--- src/hw/rtl/ham_pattern_mem.sv ---
// Stored patterns with their palatability bit in the top bit.
module ham_pattern_mem #(
   parameter int NEURONS      = 64,
   parameter int MAX_PATTERNS = 16
) (
   input  logic                                            clock,
   input  logic                                            rd_en,
   input  logic [(MAX_PATTERNS > 1 ? $clog2(MAX_PATTERNS) : 1)-1:0] rd_addr,
   output logic [NEURONS:0]                                rd_data,
   input  logic                                            wr_en,
   input  logic [(MAX_PATTERNS > 1 ? $clog2(MAX_PATTERNS) : 1)-1:0] wr_addr,
   input  logic [NEURONS:0]                                wr_data
);
   logic [NEURONS:0] mem [MAX_PATTERNS];
   logic [NEURONS:0] q_ff;

   always_ff @(posedge clock) begin
      if (wr_en) mem[wr_addr] <= wr_data;
      if (rd_en) q_ff <= mem[rd_addr];
   end

   assign rd_data = q_ff;
endmodule

--- config.mk ---
export PLATFORM = sky130hd
export DESIGN_NAME = ham_pattern_mem
export DESIGN_NICKNAME = d
export VERILOG_FILES = /design/src/hw/rtl/ham_pattern_mem.sv
export SDC_FILE = /design/constraint.sdc
export NUM_CORES = 1
export LEC_CHECK = 0
export BUFFER_PORTS_ARGS = -buffer_cell sky130_fd_sc_hd__buf_2
export CAP_MARGIN = 0
export CORE_UTILIZATION = 26
export CTS_CLUSTER_SIZE = 30
export DETAILED_ROUTE_END_ITERATION = 8
export GPL_TIMING_DRIVEN = 0
export PLACE_DENSITY_LB_ADDON = 0.05
export SLEW_MARGIN = 10
export SYNTH_ARGS = -nofsm -noshare
export SYNTH_HDL_FRONTEND = slang
export SYNTH_SLANG_ARGS = --single-unit
--- constraint.sdc ---
create_clock -name clock -period 8.2 [get_ports clock]
set_input_delay 0.41 -clock clock [delete_from_list [all_inputs] [get_ports clock]]
set_output_delay 0.41 -clock clock [all_outputs]
set_load 0.01 [all_outputs]
==> flow_metrics.py, run 1 <==
metrics = {
    "outcome": {
        "status": "finished, final reports clean",
    },
    "place": {
        "gp_congestion": 0.671,
        "placed_area_sq_um": 45700,
        "hpwl_um": 74900,
        "io_buffer_count": 138,
    },
    "global_route": {
        "grt_pass1_vias": 21100,
        "grt_max_degree": 37,
        "grt_pass1_wl_um": 163000,
        "grt_antenna_before_repair": 8,
        "grt.total_usage_pct": 14.8,
        "grt_overflow": 0,
    },
    "final_layout": {
        "diodes": 0,
        "final_net_count": 2177,
        "drive_above_1_share_pct": 32.7,
        "synthToLayoutAreaGrowth_pct": 22.8,
        "nFillCells": 14800,
        "final_area_sq_um": 50200,
    },
    "synthesis": {
        "yosysTopAreaCellShare_pct": 81.1,
        "yosys_warnings": 0,
        "synthTopCellsByCount": "edfxtp_1 (1105), mux4_2 (260), a22oi_1 (130)",
        "syn_nets": 1749,
        "ys_dominant_reg_cell": "edfxtp_1",
        "synth_most_common_cell": "edfxtp_1",
        "syn_inst": 1673,
        "synthTopCellsByArea": "edfxtp_1 (81%), mux4_2 (14%), a22oi_1 (2.4%), nand2_1 (0.61%), buf_6 (0.41%)",
        "synth_top_area_cell": "edfxtp_1",
        "ys_seq_area_share_pct": 81.1,
        "syn_area_sq_um": 40900,
        "async_reset_ff_share_pct": 0,
        "ys_seq_elements": 1105,
        "synth_edf_count": 1105,
        "syn_avg_cell_area_sq_um": 24.4,
        "synth.distinct_cells": 18,
    },
    "job": {
        "maxCapViolations": 0,
    },
    "clocking": {
        "cts_sinks": 1105,
        "cts_tree": "done",
        "root_buffer": "clkbuf_16",
        "cts_buffers": 132,
        "clk_latency_ns": 0.76,
        "clockBufferDepth": 3,
        "htreeDepth": 4,
        "clk_pin_slew_ns": 0.05,
    },
    "critical_path": {
        "path_max_fanout": 10,
        "endpoint_kind": "register",
        "crit_type": "primary input to register",
        "worst_ep_arrival_time_ns": 2.88,
        "worstPathRequired_ns": 8.66,
        "worstSetupStartpointType": "primary input",
        "r2r.worst_path.cells": 3,
    },
    "routing": {
        "dr.pass1.iters": 5,
        "vias": 19100,
        "avgViaCountPerCell": 4.48,
        "drt-total-wl_um": 115000,
        "drtIter0Drc": 1374,
        "drc": 0,
        "drtAntennaViolNets": 0,
        "routedWlPerCell_um": 27.1,
    },
    "floorplan": {
        "initial_utilization_pct": 26.2,
        "row_count": 145,
        "die_w_um": 399,
        "die_height_um": 399,
        "ioPinCount": 141,
        "dieArea_sq_um": 159000,
        "core_sq_um": 156000,
    },
    "hold_path": {
        "hold_path.class": "primary input to register",
        "hold_depth": 1,
    },
    "timing": {
        "maxSlewHeadroom_pct": 21.0,
        "tightest_slew_ns": 1.19,
        "setup_viol": 0,
        "fin_hold_ws_ns": 0.0653,
        "min_period_over_period_pct": 29.5,
        "report.final.slew_viol_count": 0,
        "hold_violations": 0,
        "grt_setup_unrepaired": "no",
        "max_freq_ghz": 0.413,
        "fin_worst_skew_ns": 0.0233,
        "fin_crit_ns": 2.42,
    },
    "power": {
        "irDropWorstVdd_mv": 0.189,
        "power.density_nw_per_um2": 247,
        "p_leak_nw": 15.9,
    },
}
==> layout by cell type, fill, tap and decap left out, types with 2 or more instances in the layout <==
master / n
edfxtp_1: 1105
mux4_2: 260
buf_2: 159
clkbuf_16: 137
a22oi_1: 130
clkbuf_1: 66
nand2_1: 66
dlygate4sd3_1: 64
buf_12: 40
buf_4: 35
buf_6: 32
clkinv_1: 29
clkinv_2: 15
nor2_4: 12
buf_16: 7
inv_6: 6
buf_1: 5
nor3_2: 4
clkinv_8: 4
buf_8: 2
nor2b_1: 2
clkbuf_2: 2
nand3b_1: 2
nand2b_1: 2
==> registers in the layout, summed over array words and instances (netlist names) <==
signal and flops:
mem 1040, rd_data 65
==> metal layers <==
layer | share of wire (%) | vias up | GRT usage (%)
met5 | 0.043 | - | 0
met4 | 1.8 | 8 | 3.87
met3 | 3.9 | 155 | 2.84
met2 | 48 | 384 | 24.0
met1 | 46 | 10400 | 20.3
li1 | - | 8113 | -
==> area by class of cell <==
type | count | area (sq um) | share of cell area, %
plain buffers | 86 | 503 | 1.00
multi-input cells | 482 | 7320 | 14.6
clock buffers | 169 | 3550 | 7.07
clock inverters | 56 | 339 | 0.675
flip-flops and latches | 1105 | 33200 | 66.1
repair buffers | 294 | 2740 | 5.45
well taps | 2058 | 2570 | 5.13
==> kinds of logic (layout without fill, tap and decap cells) <==
group | after synthesis | count (layout) | share of synthesized area (%)
mux | 260 | 260 | 14.3
compound gates | 130 | 130 | 2.39
flops | 1105 | 1105 | 81.1
buf+inv | 86 | 605 | 1.22
simple gates | 92 | 92 | 0.921
==> critical path, cell delays in order <==
cell	delay (ns)
buf_2	0.36
clkbuf_1	0.72
buf_2	0.47
mux4_2	0.37
a22oi_1	0.28
nand2_1	0.24
==> per-stage QoR <==
step | setup TNS (ns) | total power [W] | worst slack, ns | std cells | utilization, %
after CTS | 0 | 0.0126 | 5.70 | 4250 | 32.1
final | 0 | 0.0124 | 5.78 | 4250 | 32.1
after global routing | 0 | 0.0129 | 5.68 | 4250 | 32.1
after floorplan | 0 | 0.00683 | 2.37 | 1673 | -
after detailed placement | 0 | 0.00717 | 4.88 | 3961 | 29.2
after global placement | -1801.09 | 0.00715 | -5.51 | 3869 | 28.3
==> path summary, 6_finish.rpt <==
check,slack (ns),from,endpoint
max reg2reg,6.54,mem[11][35],rd_data[35]
min reg2reg,0.75,mem[15][16],rd_data[16]
max,5.78,rd_addr[1],rd_data[35]
min,0.07,wr_data[32],mem[0][32]
==> where the power goes <==
group / total, W / internal (W) / switching, W / leakage, nW
Sequential: 0.00639 / 0.00637 / 0.0000290 / 10.0
Clock: 0.00535 / 0.00307 / 0.00227 / 1.90
Combinational: 0.000659 / 0.000260 / 0.000399 / 3.98
Total: 0.0124 / 0.00970 / 0.00270 / 15.9
==> repair_timing <==
action,CTS,global route
hold buffers,64,0
endpoints found under the hold margin,1020,0
setup buffers,0,0
resized for setup,0,0
Power figures use the tool's default switching activity.
==> run 2: changes to the inputs <==
Clock period 8.2 ns to 2.4 ns, I/O delays scaled along.
==> flow_metrics.py, run 2 (synthesis results as in run 1) <==
metrics = {
    "outcome": {
        "status": "finished, final reports clean",
    },
    "floorplan": {
        "initial_utilization_pct": 26.2,
        "die_height_um": 399,
        "row_count": 145,
        "ioPinCount": 141,
        "core_sq_um": 156000,
        "dieArea_sq_um": 159000,
        "die_w_um": 399,
    },
    "routing": {
        "dr.pass1.iters": 4,
        "drt-total-wl_um": 118000,
        "vias": 19200,
        "routedWlPerCell_um": 27.7,
        "avgViaCountPerCell": 4.52,
        "drtAntennaViolNets": 0,
        "drc": 0,
        "drtIter0Drc": 1415,
    },
    "clocking": {
        "clk_latency_ns": 0.75,
        "cts_buffers": 132,
        "htreeDepth": 4,
        "cts_sinks": 1105,
        "cts_resized": 0,
        "root_buffer": "clkbuf_16",
        "clockBufferDepth": 3,
        "cts_tree": "done",
        "clk_pin_slew_ns": 0.06,
    },
    "critical_path": {
        "crit_type": "primary input to register",
        "endpoint_kind": "register",
        "worstPathRequired_ns": 2.85,
        "r2r-start": "mem[9][64]",
        "r2r.worst_path.cells": 3,
        "path_max_fanout": 11,
        "reg2reg_to": "rd_data[64]",
        "worst_ep_arrival_time_ns": 2.71,
        "rrSetupSlack_ns": 0.79,
        "worstSetupStartpointType": "primary input",
    },
    "hold_path": {
        "hold_end": "mem[3][24]",
        "hp-start": "wr_en",
        "hold_depth": 3,
        "hold_path.class": "primary input to register",
    },
    "place": {
        "hpwl_um": 75700,
        "placed_area_sq_um": 46000,
        "pre_cts_slack_ns": -0.569,
        "io_buffer_count": 138,
        "gp_congestion": 0.667,
    },
    "final_layout": {
        "final_area_sq_um": 50700,
        "layout.cells.most_common_list": "edfxtp_1 (1105), mux4_2 (260), buf_2 (159)",
        "synthToLayoutAreaGrowth_pct": 24.0,
        "final_net_count": 2172,
        "largest_register_ff_count": 1040,
        "mostFrequentLayoutCell": "edfxtp_1",
        "drive_above_1_share_pct": 32.5,
        "final_util_pct": 32.5,
        "largest-register": "mem",
    },
    "timing": {
        "fin_ws_ns": 0.142,
        "fin_worst_skew_ns": 0.0146,
        "grt_setup_unrepaired": "no",
        "tightest_slew_ns": 1.23,
        "maxSlewHeadroom_pct": 18.3,
        "fin_hold_ws_ns": 0.161,
        "fin_crit_ns": 2.26,
        "setup_viol": 0,
        "min_period_over_period_pct": 94.1,
        "report.final.slew_viol_count": 0,
        "max_freq_ghz": 0.443,
        "hold_violations": 0,
    },
    "global_route": {
        "grt_antenna_before_repair": 11,
        "grt_max_degree": 37,
        "grt.total_usage_pct": 15.1,
        "grt_overflow": 0,
        "grt_pass1_wl_um": 165000,
        "grt_pass1_vias": 21000,
    },
    "power": {
        "power.density_nw_per_um2": 847,
        "p_leak_nw": 16.1,
        "irDropWorstVdd_mv": 0.676,
    },
    "job": {
        "maxCapViolations": 0,
    },
}
run 2: critical path, stage by stage:
cell and delay, ns:
dlygate4sd3_1 0.53, buf_2 0.14, nand3b_1 0.38, nor3_4 0.73, buf_8 0.26, buf_16 0.16
buf_8 0.18, buf_16 0.16
run 2: cell type report:
| type | instances | area (sq um) |
|---|---|---|
| sequential | 1105 | 33200 |
| buffer | 86 | 500 |
| fill | 14800 | 105000 |
| clock inverter | 67 | 498 |
| timing repair buffer | 289 | 3080 |
| clock buffer | 168 | 3520 |
| tap | 2058 | 2570 |
| antenna | 1 | 2.50 |
| multi-input combinational | 482 | 7350 |
run 2: metal layers:
layer | GRT usage (%) | up-vias | part of all wire [%]
li1 | - | 8115 | -
met1 | 20.6 | 10600 | 46
met2 | 24.6 | 397 | 49
met3 | 2.85 | 136 | 3.7
met4 | 3.97 | 8 | 1.8
met5 | 0 | - | 0.049
run 2: repair_timing:
action | CTS | global route
buffers inserted | 0 | 0
endpoints found under the hold margin | 1115 | 0
hold buffers | 72 | 0
endpoints found under the setup margin | 0 | 0
run 2: report_power, final:
part           internal, W  leakage (nW)  switching [W]  total [W]
sequential          0.0217          10.0       0.000107     0.0219
clock               0.0109          1.97        0.00788     0.0188
combinational     0.000912          4.07        0.00138    0.00229
run 2: worst max path at each step:
stage / start / end / slack [ns] / cells past startpoint
after floorplan: wr_addr[2] / mem[1][0] / -0.28 / 2
after CTS: wr_addr[3] / mem[4][50] / 0.09 / 8
final: wr_addr[3] / mem[4][50] / 0.14 / 8
after detailed placement: rd_addr[1] / rd_data[64] / -0.57 / 6
after global placement: wr_addr[0] / mem[1][62] / -3.65 / 3
after global routing: wr_addr[3] / mem[4][45] / 0.01 / 8
run 2: per-stage QoR:
| step | TNS (ns) | instances | total power (W) |
|---|---|---|---|
| after floorplan | -91.05 | 1673 | 0.0233 |
| after global placement | -2351.32 | 3869 | 0.0244 |
| after detailed placement | -30.66 | 3948 | 0.0245 |
| after CTS | 0 | 4255 | 0.0437 |
| after global routing | 0 | 4256 | 0.0444 |
| final | 0 | 4256 | 0.0429 |
