**src/hw/rtl/ham_pkg.sv**
```systemverilog
package ham_pkg;

   // signed weight width and the widths of the stream payloads
   localparam int WEIGHT_W = 6;
   localparam int PAT_W    = 64;
   localparam int REQ_TDATA_W = 72;
   localparam int RSP_TDATA_W = 72;

   typedef logic signed [WEIGHT_W-1:0] weight_type;

   // request kinds
   localparam logic MODE_STORE  = 1'b0;
   localparam logic MODE_RECALL = 1'b1;

   // result status codes
   localparam logic [2:0] STATUS_STORED  = 3'd0;
   localparam logic [2:0] STATUS_PRESENT = 3'd1;
   localparam logic [2:0] STATUS_FULL    = 3'd2;
   localparam logic [2:0] STATUS_MATCH   = 3'd3;
   localparam logic [2:0] STATUS_NOMATCH = 3'd4;

   // register indexes and reset values
   localparam logic REG_MAX_ITER = 1'b0;
   localparam logic [7:0] MAX_ITER_RESET = 8'd10;

endpackage

```
**src/hw/rtl/ham_row_sum.sv**
```systemverilog
// Two-stage weighted sum of one row against the current state; emits whether the sum is positive.
module ham_row_sum #(
   parameter int NEURONS = 64
) (
   input  logic                                   clock,
   input  logic                                   reset,
   input  logic                                   in_valid,
   input  logic [$clog2(NEURONS)-1:0]             in_idx,
   input  logic [NEURONS*ham_pkg::WEIGHT_W-1:0]   in_row,
   input  logic [NEURONS-1:0]                     state_vec,
   output logic                                   out_valid,
   output logic [$clog2(NEURONS)-1:0]             out_idx,
   output logic                                   out_bit
);
   localparam int WW     = ham_pkg::WEIGHT_W;
   localparam int RW     = $clog2(NEURONS);
   localparam int GROUPS = (NEURONS + 7) / 8;
   localparam int GW     = WW + 4;
   localparam int SUMW   = GW + 4;

   logic signed [GW-1:0] grp_in [GROUPS];
   logic signed [GW-1:0] grp_ff [GROUPS];
   logic                 s1_valid_ff;
   logic [RW-1:0]        s1_idx_ff;
   logic signed [SUMW-1:0] total;
   logic                 out_valid_ff;
   logic [RW-1:0]        out_idx_ff;
   logic                 out_bit_ff;

   // first stage: partial sums over groups of eight neurons
   always_comb begin
      for (int g = 0; g < GROUPS; g++) begin
         grp_in[g] = '0;
         for (int t = 0; t < 8; t++) begin
            if (g * 8 + t < NEURONS) begin
               if (state_vec[g*8+t])
                  grp_in[g] = grp_in[g] + GW'(signed'(in_row[(g*8+t)*WW +: WW]));
               else
                  grp_in[g] = grp_in[g] - GW'(signed'(in_row[(g*8+t)*WW +: WW]));
            end
         end
      end
   end

   // second stage: sum of the groups
   always_comb begin
      total = '0;
      for (int g = 0; g < GROUPS; g++) total = total + SUMW'(grp_ff[g]);
   end

   always_ff @(posedge clock) begin
      if (reset) begin
         s1_valid_ff  <= 1'b0;
         out_valid_ff <= 1'b0;
      end else begin
         s1_valid_ff  <= in_valid;
         out_valid_ff <= s1_valid_ff;
      end
   end

   always_ff @(posedge clock) begin
      for (int g = 0; g < GROUPS; g++) grp_ff[g] <= grp_in[g];
      s1_idx_ff  <= in_idx;
      out_idx_ff <= s1_idx_ff;
      out_bit_ff <= total > 0;
   end

   assign out_valid = out_valid_ff;
   assign out_idx   = out_idx_ff;
   assign out_bit   = out_bit_ff;
endmodule
```
**config.mk**
```make
export PLATFORM = sky130hd
export DESIGN_NAME = ham_row_sum
export DESIGN_NICKNAME = d
export VERILOG_FILES = /design/src/hw/rtl/ham_pkg.sv /design/src/hw/rtl/ham_row_sum.sv
export SDC_FILE = /design/constraint.sdc
export NUM_CORES = 1
export LEC_CHECK = 0
export ABC_CLOCK_PERIOD_IN_PS = 8700
export BUFFER_PORTS_ARGS = -buffer_cell sky130_fd_sc_hd__buf_2
export CAP_MARGIN = 20
export CORE_MARGIN = 2
export CORE_UTILIZATION = 46
export DETAILED_ROUTE_END_ITERATION = 7
export PLACE_DENSITY = 0.67
export REMOVE_ABC_BUFFERS = 1
export SYNTH_ARGS = -nofsm -noshare
export SYNTH_HDL_FRONTEND = slang
export SYNTH_SLANG_ARGS = --single-unit
```
**constraint.sdc**
```tcl
create_clock -name clock -period 8.7 [get_ports clock]
set_input_delay 0.87 -clock clock [delete_from_list [all_inputs] [get_ports clock]]
set_output_delay 0.87 -clock clock [all_outputs]
set_load 0.01 [all_outputs]
```
==> impl_metrics.toml, run 1 <==
[logic_synthesis]
synth-xor-area-share = 0.212
synth_edf_count = 0
yosys.area_share.adder = 0.314
synth_compound_area_frac = 0.182
synth_top_family_by_area = "adder cells"
synth_area_leaders = "ha_1, xnor2_1, xor2_1, fa_1, a21oi_1"
synth_top_area_share = 0.236
muxShareOfSynthArea = 0.0413
synthSimpleGateAreaFrac = 0.139
syn_area_mm2 = 0.0309
synth.avg_cell_area_um2 = 7.67
synth_flop_cell = "dfxtp_1"
ys_seq_elements = 95
async_flop_share = 0
synth.largest_area_cell = "ha_1"
yosysUniqueCellTypes = 49
ys_warn_count = 0
synthCells = 4024
ys_seq_area_frac = 0.0616

[route]
ant_nets = 0
vias = 27200
viasPerCell = 5.10
drc = 0
first_pass_iters = 5
wl_per_cell_um = 13.4
wirelength_um = 71700
first_iter_violations = 764

[placed_design]
dp_hpwl_um = 64500
gp_congestion = 0.880
portBuffers = 464

[cts]
clkTransAtPathRegs_ps = 90
cts_tree = "built"
cts.sinks = 95
cts_inserted_buffers = 9
post_cts_buffers = 0
htreeDepth = 3
root_buffer = "clkbuf_16"
clockBufferDepth = 2
cts_resized = 0
clk-insertion-delay-late_ps = 380
ctsHoldBuffers = 0

[setup_path]
slowest_stage = "xnor3_1"
path_delay_family = "adder cells"
r2r-start = "grp_ff[1][31]$_DFF_P_"
crit_top_cell = "ha_1"
path_depth = 33
cp_num_buf_inv = 3
start_kind = "input port"
critPathCaptureType = "register"
path_class = "input port to register"
ff2ff_path_depth = 20
cpPeakStageDelay_ps = 360
arrival_ps = 7600
r2r_setup_slack_ps = 4050
r2r-end = "out_bit$_DFF_P_"
cp_max_fo = 4
cp.required_ps = 8970

[grt]
grt_pass1_vias = 26500
grt_overflow_total = 0
track_usage = 0.206
grt_max_degree = 21
grt_pass1_wl_um = 121000
grt_antenna_before_repair = 27

[die]
rows = 94
fp.dieW_um = 263
start_util = 0.467
io_pins = 465
die-area_mm2 = 0.0692
fp.dieH_um = 263
core_mm2 = 0.0661

[sta]
min_period_ps = 7340
timing.final.crit_share = 0.843
rsz0062_at_grt = "false"
worst_pin_slew_ps = 502
fin_skew_ps = 17.3
finalSetupViolCount = 0
slew_viol_final = 0
relSlewSlack = 0.661
fmax_mhz = 136
final_hold_viol_count = 0
finalSetupTns_ps = 0

[hold_path]
hold_start = "s1_idx_ff[1]$_DFF_P_"
worstHoldEndpoint = "out_idx[1]$_DFF_P_"
hold_depth = 0
worstHoldPathType = "register to register"

[job]
max_cap_violations = 0

[cells_and_area]
drive_gt1_frac = 0.135
final_cell_mix = "ha_1, buf_2, nor2_1"
nets = 5611
final_common_cell = "ha_1"
syn_to_final_growth_pct = 11.6

[run_status]
outcome = "finished clean"
==> flip-flops by register name, summed over array words and instances (netlist names) <==
register and cells:
grp_ff 80, out_bit 1, out_idx 6, out_valid 1, s1_idx_ff 6, s1_valid_ff 1
==> worst register-to-register path, stage by stage (launching register included) <==
cell	delay, ps
dfxtp_1	320
inv_1	70
fa_1	530
inv_1	70
fa_1	470
inv_1	50
fa_1	530
inv_1	50
fa_1	420
ha_1	220
inv_1	70
fa_1	210
nor2b_1	60
o21ai_0	220
a21boi_0	160
o21ai_0	170
nand2b_1	110
a21o_1	180
a21oi_1	170
mux2i_1	200
a41oi_1	200
==> synthesized netlist by cell type (all sizes together) (6+ instances only) <==
cell	n
a211oi	27
a21o	141
a21oi	402
a31oi	20
clkbuf	46
dfxtp	95
fa	120
ha	582
inv	363
mux2	112
nand2	349
nand2b	50
nor2	408
nor2b	33
nor3	125
nor4	9
nor4b	7
o21a	19
o21ai	229
o21bai	94
o31ai	8
or3	7
or4	14
xnor2	382
xnor3	6
xor2	349
==> routing by layer <==
layer / wire, µm / global-route usage
met3: 2600 / 0.0313
met2: 33900 / 0.366
met4: 1120 / 0.0358
met1: 33900 / 0.264
met5: 115 / 0
==> layout make-up <==
cell class | instances | area, µm²
Inverter | 363 | 1360
Tap cell | 864 | 1080
Antenna cell | 19 | 47.5
Multi-Input combinational cell | 3519 | 27400
Fill cell | 6569 | 31700
Clock inverter | 7 | 78.8
Timing Repair Buffer | 464 | 2320
Clock buffer | 9 | 225
Sequential cell | 95 | 1900
==> stage by stage <==
step	utilization	hold slack, ps	setup WS [ps]	instance area [µm²]	instances
floorplan	-	310	1540	30700	3977
global placement	0.516	312	1060	34100	5305
detailed placement	0.516	315	998	34100	5305
CTS	0.520	336	1390	34400	5321
global route	0.521	348	765	34400	5335
finish	0.521	334	1360	34400	5340
==> how the worst max path moves through the flow <==
stage | start | endpoint
floorplan | in_row[6] | grp_ff[0][9]$_DFF_P_
global placement | in_row[6] | grp_ff[0][9]$_DFF_P_
detailed placement | in_row[6] | grp_ff[0][9]$_DFF_P_
CTS | in_row[6] | grp_ff[0][9]$_DFF_P_
global route | in_row[342] | grp_ff[1][39]$_DFF_P_
finish | in_row[6] | grp_ff[0][9]$_DFF_P_
==> cells by family after synthesis <==
logic type,count (synthesis)
muxes,113
xor gates and xnor gates,737
adders and majority gates,702
AOI/OAI and AO/OA,960
buffers and inverters,410
DFF,95
and+or+nand+nor,1007
Power of run 1 is not shown: default switching activity piles up to over one toggle a cycle in this logic, so the estimate is an artifact.
==> run 2, diff against run 1 <==
--- a/config.mk
+++ b/config.mk
@@ -5,13 +5,13 @@
 export SDC_FILE = /design/constraint.sdc
 export NUM_CORES = 1
 export LEC_CHECK = 0
-export ABC_CLOCK_PERIOD_IN_PS = 8700
+export ABC_CLOCK_PERIOD_IN_PS = 6500
 export BUFFER_PORTS_ARGS = -buffer_cell sky130_fd_sc_hd__buf_2
 export CAP_MARGIN = 20
 export CORE_MARGIN = 2
 export CORE_UTILIZATION = 46
 export DETAILED_ROUTE_END_ITERATION = 7
-export PLACE_DENSITY = 0.67
+export PLACE_DENSITY = 0.69
 export REMOVE_ABC_BUFFERS = 1
 export SYNTH_ARGS = -nofsm -noshare
 export SYNTH_HDL_FRONTEND = slang
==> constraint.sdc (replaced) <==
create_clock -name clock -period 6.5 [get_ports clock]
set_input_delay 0.65 -clock clock [delete_from_list [all_inputs] [get_ports clock]]
set_output_delay 0.65 -clock clock [all_outputs]
set_load 0.01 [all_outputs]
==> impl_metrics.toml, run 2 (same netlist as run 1, synthesis figures left out) <==
[grt]
grt_antenna_before_repair = 41
track_usage = 0.218
grt_pass1_vias = 28800
grt_pass1_wl_um = 128000
grt_max_degree = 20
grt_overflow_total = 0

[sta]
fin_skew_ps = 9.50
worst_pin_slew_ps = 481
fin_ws_ps = -172
final_hold_viol_count = 0
hold_slack_ps = 332
min_period_ps = 6670
finalSetupViolCount = 1
relSlewSlack = 0.676
rsz0062_at_grt = "true"
slew_viol_final = 0
timing.final.crit_share = 1.03
fmax_mhz = 150

[hold_path]
worstHoldEndpoint = "out_idx[2]$_DFF_P_"
worstHoldPathType = "register to register"
hold_depth = 0
hold_start = "s1_idx_ff[2]$_DFF_P_"

[route]
first_pass_iters = 5
wirelength_um = 80700
drc = 0
first_iter_violations = 1003
ant_nets = 0
wl_per_cell_um = 13.7
viasPerCell = 5.08
vias = 29800

[setup_path]
cpPeakStageDelay_ps = 390
slowest_stage = "or3_1"
critPathCaptureType = "register"
start_kind = "input port"
r2r_setup_slack_ps = 1950
r2r-end = "out_bit$_DFF_P_"
ff2ff_path_depth = 20
cp.required_ps = 6760
arrival_ps = 6930
path_class = "input port to register"
cp_max_fo = 3
r2r-start = "grp_ff[1][31]$_DFF_P_"

[cells_and_area]
syn_to_final_growth_pct = 31.0
drive_gt1_frac = 0.297
nets = 6132
fillerInstances = 5870
top_register = "grp_ff"
final_cell_mix = "ha_1, buf_4, buf_2"
fin_area_mm2 = 0.0404
largest_reg_flops = 80
final_common_cell = "ha_1"

[cts]
cts_tree = "built"
htreeDepth = 3
clockBufferDepth = 2
clk-insertion-delay-late_ps = 370
cts_inserted_buffers = 9
clkTransAtPathRegs_ps = 80
cts.sinks = 95
root_buffer = "clkbuf_16"

[placed_design]
portBuffers = 464
dp_hpwl_um = 68500
gp_congestion = 0.928
place_area_mm2 = 0.0377

[die]
fp.dieH_um = 263
io_pins = 465
core_mm2 = 0.0661
die-area_mm2 = 0.0692
fp.dieW_um = 263
rows = 94
start_util = 0.467

[job]
max_cap_violations = 0

[run_status]
outcome = "finished with violations"
failed_checks = "negative setup slack"
run 2: cell count changes in the layout (fill, tap and decap cells not counted), moves of 17 or more:
cell | previous run | this run
ha_1 | 582 | 532
nor2_1 | 408 | 384
buf_4 | 0 | 514
inv_2 | 0 | 35
o21ai_0 | 217 | 171
a21oi_1 | 401 | 282
inv_1 | 363 | 318
ha_4 | 0 | 41
xnor2_2 | 1 | 31
xnor2_1 | 381 | 350
a21oi_2 | 1 | 114
buf_6 | 0 | 17
nor2_2 | 0 | 18
o21ai_1 | 10 | 38
run 2: routing by layer:
metal	up-vias	GRT usage	part of all wire
met2	406	0.398	0.50
li1	15700	-	-
met4	18	0.0602	0.022
met5	-	0	0.0014
met3	109	0.0271	0.029
met1	13600	0.268	0.44
run 2: worst max-delay path, delay by kind of cell:
kind / cells / cell delay, ps
XOR/XNOR: 9 / 1500
adder cells (fa/ha/maj): 8 / 2290
buffers and inverters: 2 / 150
AO/OA/AOI/OAI: 9 / 1440
AND/OR/NAND/NOR: 3 / 600
multiplexers: 1 / 300
run 2: through the flow:
stage | std cells | worst slack (ps) | TNS [ps] | utilization
floorplan | 3977 | -444 | -783 | -
global placement | 5783 | -786 | -4720 | 0.570
detailed placement | 5783 | -891 | -6390 | 0.570
CTS | 5807 | -56.9 | -56.9 | 0.581
global route | 5874 | -481 | -1600 | 0.612
finish | 5877 | -172 | -172 | 0.612
run 2: worst max path at each step:
stage	startpoint	endpoint	slack, ps
floorplan	in_row[6]	grp_ff[0][9]$_DFF_P_	-440
global placement	in_row[7]	grp_ff[0][9]$_DFF_P_	-790
detailed placement	in_row[6]	grp_ff[0][9]$_DFF_P_	-890
CTS	in_row[7]	grp_ff[0][9]$_DFF_P_	-60
global route	in_row[1]	grp_ff[0][9]$_DFF_P_	-480
finish	in_row[1]	grp_ff[0][9]$_DFF_P_	-170
run 2: layout make-up:
type | count | area (µm²) | share of cell area
clock buffers | 9 | 225 | 0.00557
flip-flops and latches | 95 | 1900 | 0.0470
clock inverters | 7 | 73.8 | 0.00183
inverters | 363 | 1390 | 0.0344
diodes | 35 | 87.6 | 0.00217
multi-input cells | 3519 | 29300 | 0.725
repair buffers | 985 | 6370 | 0.158
well taps | 864 | 1080 | 0.0267
run 2: timing repair:
action                     CTS  global route
hold buffers                 0             0
pin swaps                   84           353
setup endpoints to repair    7            18
setup buffers                9            35
cloned                       0             0
gates resized for setup    102           380
Power of run 2 is left out for the same reason.
